`src/hw/rtl/lph_pkg.sv`:
```
// ----------------------------------------------------------------------------
// lph_pkg
// Shared codes, state type and controller/datapath bundles for the
// linear probing hash set.
// ----------------------------------------------------------------------------
package lph_pkg;

  localparam int KEY_W   = 64;
  localparam int ACT_W   = 2;
  localparam int SLOT_W  = 10;
  localparam int STAT_W  = 2;
  localparam int CFG_W   = 4;
  localparam int BITS_W  = 5;

  localparam logic [CFG_W-1:0]  INDEX_BITS_RESET = 4'd10;
  localparam logic [BITS_W-1:0] MIN_BITS         = 5'd2;

  localparam logic [ACT_W-1:0] ACT_INSERT = 2'd0;
  localparam logic [ACT_W-1:0] ACT_CHECK  = 2'd1;
  localparam logic [ACT_W-1:0] ACT_DELETE = 2'd2;

  localparam logic [STAT_W-1:0] ST_OK      = 2'd0;
  localparam logic [STAT_W-1:0] ST_PRESENT = 2'd1;
  localparam logic [STAT_W-1:0] ST_FULL    = 2'd2;

  typedef enum logic [2:0] {
    S_CLEAR,
    S_IDLE,
    S_READ,
    S_CMP,
    S_MISC
  } lph_state_t;

  typedef struct packed {
    logic              load;
    logic              clear;
    logic              read;
    logic              step;
    logic              write_key;
    logic              write_del;
    logic              finish;
    logic [STAT_W-1:0] fin_status;
    logic              fin_slot;
  } lph_cmd_t;

  typedef struct packed {
    logic             clr_last;
    logic             is_empty;
    logic             is_match;
    logic             is_last;
    logic [ACT_W-1:0] act;
  } lph_stat_t;

endpackage

```
`src/hw/rtl/lph_ctrl.sv`:
```
// ----------------------------------------------------------------------------
// lph_ctrl
// Sequencer for the hash set: clearing pass, probe loop and result issue.
// ----------------------------------------------------------------------------
module lph_ctrl
  import lph_pkg::*;
(
  input  logic      clk,
  input  logic      rst,
  input  logic      start,
  input  logic [ACT_W-1:0] action,
  input  lph_stat_t stat,
  output lph_cmd_t  cmd,
  output logic      busy
);

  lph_state_t state, state_next;

  always_ff @(posedge clk) begin
    if (rst) begin
      state <= S_CLEAR;
    end else begin
      state <= state_next;
    end
  end

  always_comb begin
    state_next = state;
    unique case (state)
      S_CLEAR: begin
        if (stat.clr_last) begin
          state_next = S_IDLE;
        end
      end
      S_IDLE: begin
        if (start) begin
          if (action == ACT_INSERT || action == ACT_CHECK) begin
            state_next = S_READ;
          end else begin
            state_next = S_MISC;
          end
        end
      end
      S_READ: begin
        state_next = S_CMP;
      end
      S_CMP: begin
        if (stat.is_empty || stat.is_match || stat.is_last) begin
          state_next = S_IDLE;
        end else begin
          state_next = S_READ;
        end
      end
      S_MISC: begin
        state_next = S_IDLE;
      end
      default: begin
        state_next = S_IDLE;
      end
    endcase
  end

  always_comb begin
    cmd  = '0;
    busy = 1'b1;
    unique case (state)
      S_CLEAR: begin
        cmd.clear = 1'b1;
      end
      S_IDLE: begin
        busy     = 1'b0;
        cmd.load = start;
      end
      S_READ: begin
        cmd.read = 1'b1;
      end
      S_CMP: begin
        if (stat.is_empty) begin
          cmd.finish     = 1'b1;
          cmd.fin_status = ST_OK;
          cmd.fin_slot   = (stat.act == ACT_INSERT);
          cmd.write_key  = (stat.act == ACT_INSERT);
        end else if (stat.is_match) begin
          cmd.finish     = 1'b1;
          cmd.fin_status = ST_PRESENT;
        end else if (stat.is_last) begin
          cmd.finish     = 1'b1;
          cmd.fin_status = ST_FULL;
        end else begin
          cmd.step = 1'b1;
        end
      end
      S_MISC: begin
        cmd.finish     = 1'b1;
        cmd.fin_status = ST_OK;
        cmd.write_del  = (stat.act == ACT_DELETE);
      end
      default: begin
        cmd = '0;
      end
    endcase
  end

endmodule

```
`config.mk`:
```
export PLATFORM = sky130hd
export DESIGN_NAME = lph_ctrl
export DESIGN_NICKNAME = d
export VERILOG_FILES = /design/src/hw/rtl/lph_pkg.sv /design/src/hw/rtl/lph_ctrl.sv
export SDC_FILE = /design/constraint.sdc
export NUM_CORES = 1
export LEC_CHECK = 0
export BUFFER_PORTS_ARGS = -buffer_cell sky130_fd_sc_hd__buf_2
export CORE_AREA = 4 4 41 43
export CTS_BUF_LIST = sky130_fd_sc_hd__clkbuf_8
export DETAILED_ROUTE_END_ITERATION = 10
export DIE_AREA = 0 0 45 47
export GPL_TIMING_DRIVEN = 0
export MAX_ROUTING_LAYER = met4
export PLACE_DENSITY_LB_ADDON = 0.1
export SLEW_MARGIN = 20
export SYNTH_ARGS = -nofsm -noshare
export SYNTH_HDL_FRONTEND = slang
export SYNTH_SLANG_ARGS = --single-unit
```
`constraint.sdc`:
```
create_clock -name clk -period 1.3 [get_ports clk]
set_input_delay 0 -clock clk [delete_from_list [all_inputs] [get_ports clk]]
set_output_delay 0 -clock clk [all_outputs]
set_load 0.02 [all_outputs]
```
## Word-level counts from Yosys, hierarchy flattened

Cells that the tools add are included.

| storage, ports and cells | value |
|---|---|
| register bits | 3 |
| bits of input ports | 11 |

| cells by class | value |
|---|---|
| equality and inequality tests | 8 |
| multiplexer cells | 20 |
| reductions and logical operators | 7 |

Operators by type and width:

| cell | count |
|---|---|
| $mux W3 | 6 |
| $pmux W3 S4 | 1 |
| $mux W1 | 10 |
| $eq A3 B2 Y1 const B | 2 |
| $pmux W3 S2 | 1 |
| $logic_not A2 Y1 | 2 |
| $mux W2 | 2 |
| $ne A2 B2 Y1 const B | 2 |
| $eq A3 B1 Y1 const B | 1 |
| $eq A3 B3 Y1 const B | 1 |
| $logic_not A3 Y1 | 1 |
| $logic_or A1 B1 Y1 | 3 |
| $eq A2 B1 Y1 const B | 1 |
| $eq A2 B2 Y1 const B | 1 |
| $reduce_and A2 Y1 | 1 |

## Depth between registers and ports, before layout

| depth | value |
|---|---|
| depth after elaboration | 5 |
| mapped depth | 4 |

## Least setup slack after synthesis

OpenSTA, ideal clock, no wires.

| timing path | value |
|---|---|
| kind | reg-to-output |
| from | register state[1] |
| to | output cmd[5] in the netlist's numbering |
| arrival | 1,631 ps |
| path slack | -331 ps |
| cell stages (with the launch flop) | 5 |
| path buffers | 2 |
| cells stage by stage | dfxtp_1 > buf_4 > nand3b_4 > nor4b_1 > buf_4 |

RTL lines:

| element | RTL line | text |
|---|---|---|
| from (decl) | lph_ctrl.sv:17 | `lph_state_t state, state_next;` |
| from (signal assigned) | lph_ctrl.sv:23 | `state <= state_next;` |
| to (decl) | lph_ctrl.sv:13 | `output lph_cmd_t cmd,` |

==> results.tsv <==
stage	metric	value	unit
status	status	finished clean	
yosys	yosysSeqAreaShare	0.246	
yosys	postSynthCellCount	30	
clocking	cts_sinks	3	
timing	fmax	772	MHz
yosys	synthSimpleGateAreaFrac	0.477	
critical_path	required	1.30	ns
power_and_ir_drop	vdd_ir_drop_max	0.758	mV
critical_path	crit_slowest_cell	dfxtp_2	
clocking	cts_tree	built	
global_route	grt_first_pass_wirelength	1170	microns
timing	final_max_slew_viol_count	0	
die	rows	13	
clocking	clkLatencyLatePin	0.22	ns
yosys	syn_nets	41	
global_route	antenna_found_initial	0	
critical_path	worst_path_most_repeated_cell	buf_4	
yosys	synth_warnings	0	
drt	ant_nets	0	
yosys	synthAdderAreaFrac	0	
cells_and_area	syn2layout_area_growth	120	%
timing	rsz0062_at_grt	yes	
critical_path	cp_slowest_stage_delay	0.31	ns
critical_path	cp_num_cells	5	
critical_path	crit_chain	buf_6 > nand3b_4 > buf_4 > nor4b_2 > buf_4	
drt	viasPerCell	4.08	
drt	drc_errors	0	
power_and_ir_drop	p_per_area	899	nW/um^2
critical_path	rr_startpoint	state[0]	
critical_path	worst_setup_path_start_kind	flip-flop	
die	die_y	47	microns
cells_and_area	regMostFlops	state	
die	dieArea	2120	sq um
drt	wirelength	803	microns
job	cap_violations	0	
timing	max-slew-margin-rel	0.859	
critical_path	cp-startpoint	state[1]	
critical_path	timing.rr.end	state[0]	
yosys	avgSynthCellArea	8.13	sq um
die	die_x	45	microns
clocking	clockBufferDepth	2	
die	initial_core_util	0.188	
clocking	htreeDepth	1	
global_route	grt_max_degree	10	
yosys	synth_xor_area_frac	0	
clocking	clk_pin_slew	0.03	ns
timing	hold_viol	0	
yosys	ys_seq_elements	3	
cells_and_area	antenna_cells	0	
critical_path	endpoint_kind	output port	
critical_path	ff2ff_setup_slack	0.16	ns
timing	tns	0	ns
die	core_area	1300	sq um
yosys	synth_top_family_by_area	simple AND/OR/NAND/NOR gates	
drt	routed-via-count	326	
critical_path	path_buf_inv	3	
yosys	syn_area	244	sq um
cells_and_area	n_fill_cell	140	
yosys	synth.distinct_cells	14	
drt	drt-wirelength-per-cell	10.0	microns
drt	drt_iter0_drc	3	
timing	setup_viol	0	
place	port_buffers	20	
drt	drt_pass1_iterations	3	
global_route	grt_remaining_overflow	0	
clocking	clock-root-buffer	clkbuf_8	
timing	holdWs	0.0173	ns
cells_and_area	layout.nets	77	
timing	fin_crit_sh	0.997	
global_route	grt_usage	0.0848	
yosys	synth_compound_area_frac	0.144	
die	io_pins	22	
yosys	synthMuxAreaShare	0.0410	
critical_path	reg2regPathDepth	6	
worst_hold_path	hold_path.class	in2reg	
power_and_ir_drop	leakagePower	0.288	nW
cells_and_area	top_regs	state: 3 flops	
cells_and_area	largest_reg_flops	3	
critical_path	cp_top_family	buffers and inverters	
clocking	cts_made_buffers	3	
global_route	grt_pass1_vias	287	
place	gp_congestion	0.625	
critical_path	cp.arrival	1.30	ns
timing	tightest_slew	0.211	ns
critical_path	crit_type	reg2out	
critical_path	endpoint	cmd[2]	
cells_and_area	drive_gt1_frac	0.677	
timing	fin_worst_skew	0.00260	ns
critical_path	crit_path_max_fanout	6	
timing	finalCriticalPeriod	1.30	ns
==> through the flow <==
step                      cells  total power, mW   util  instance area, sq um  setup slack (ns)
after floorplan              30            0.155      -                   256           0.00250
after global placement       65            0.191  0.288                   375             0.154
after detailed placement     65            0.191  0.288                   375             0.168
after CTS                    70            0.468  0.346                   450           0.00531
after global routing         80            0.522  0.413                   537           -0.0660
final                        80            0.483  0.413                   537           0.00453
==> Yosys cell counts (all sizes together) <==
cell type / n / area, sq um
nor2b: 1 / 8.76
nor3: 5 / 25.0
buf: 3 / 22.5
mux2i: 1 / 10.0
nand3b: 1 / 20.0
nor2: 2 / 7.51
a211oi: 1 / 12.5
nor3b: 3 / 22.5
dfxtp: 3 / 60.1
a21oi: 1 / 5.00
nor4b: 2 / 17.5
o21a: 1 / 7.51
o21ai: 2 / 10.0
nand2: 4 / 15.0
==> what timing repair did <==
action	in CTS	in global routing
hold buffers	1	0
gates resized for setup	5	5
buffers inserted	0	10
setup endpoints to repair	1	2
pin swaps	0	2
endpoints found under the hold margin	2	0
==> cells in the final DEF, fill, tap and decap left out <==
master,synthesis,final
buf_2,0,18
buf_4,3,12
nor3_1,5,5
nand2_1,4,4
buf_6,0,3
nor3b_1,3,3
clkbuf_8,0,3
nor2_1,2,2
o21ai_0,2,2
dfxtp_2,0,2
nand3b_4,1,1
nor4b_4,0,1
nor4b_2,0,1
nor2b_2,1,1
a211oi_2,1,1
mux2i_1,1,1
a21oi_1,1,1
o21a_1,1,1
inv_1,0,1
dlygate4sd3_1,0,1
dfxtp_4,0,1
==> kinds of logic after synthesis <==
family,Yosys count
mux,1
compound gates,5
buf+inv,3
flops,3
simple gates,18
==> worst reg2reg max path, cell delays in order (launching register included) <==
cell and delay (ns):
dfxtp_2 0.31, buf_6 0.12, buf_4 0.13, buf_4 0.13, nand2_1 0.07, o21ai_0 0.10
a211oi_2 0.21
==> report_power, final <==
group / internal [mW] / switching [mW] / total [mW] / leakage [nW]
combinational: 0.0624 / 0.0586 / 0.121 / 0.235
clock: 0.201 / 0.0612 / 0.262 / 0.0269
sequential: 0.0969 / 0.00269 / 0.0996 / 0.0261
total: 0.360 / 0.123 / 0.483 / 0.288
==> worst min-delay path by stage <==
stage,from,endpoint,slack [ns],cells past startpoint
2_1_floorplan,stat[3],cmd[2],0.05,1
3_3_place_gp,rst,state[0],0.21,2
3_5_place_dp,rst,state[0],0.20,2
4_1_cts,action[1],state[2],0.02,3
5_1_grt,action[1],state[2],0.03,3
6_report,action[1],state[2],0.02,3
==> final cells by class <==
type	count	area [sq um]	area share
Clock inverter	1	3.75	0.00699
Tap cell	15	18.8	0.0350
Timing Repair Buffer	31	194	0.361
Clock buffer	3	41.3	0.0769
Multi-Input combinational cell	24	183	0.340
Sequential cell	3	66.3	0.124
Buffer	3	30.0	0.0559
==> layer usage <==
layer,up-vias,share of wire,global-route usage
li1,176,-,-
met1,134,0.44,0.0909
met2,16,0.47,0.121
met3,0,0.092,0.0345
met4,0,0,0.0702
met5,-,0,-
No activity file was read; power rests on OpenSTA's default activity.
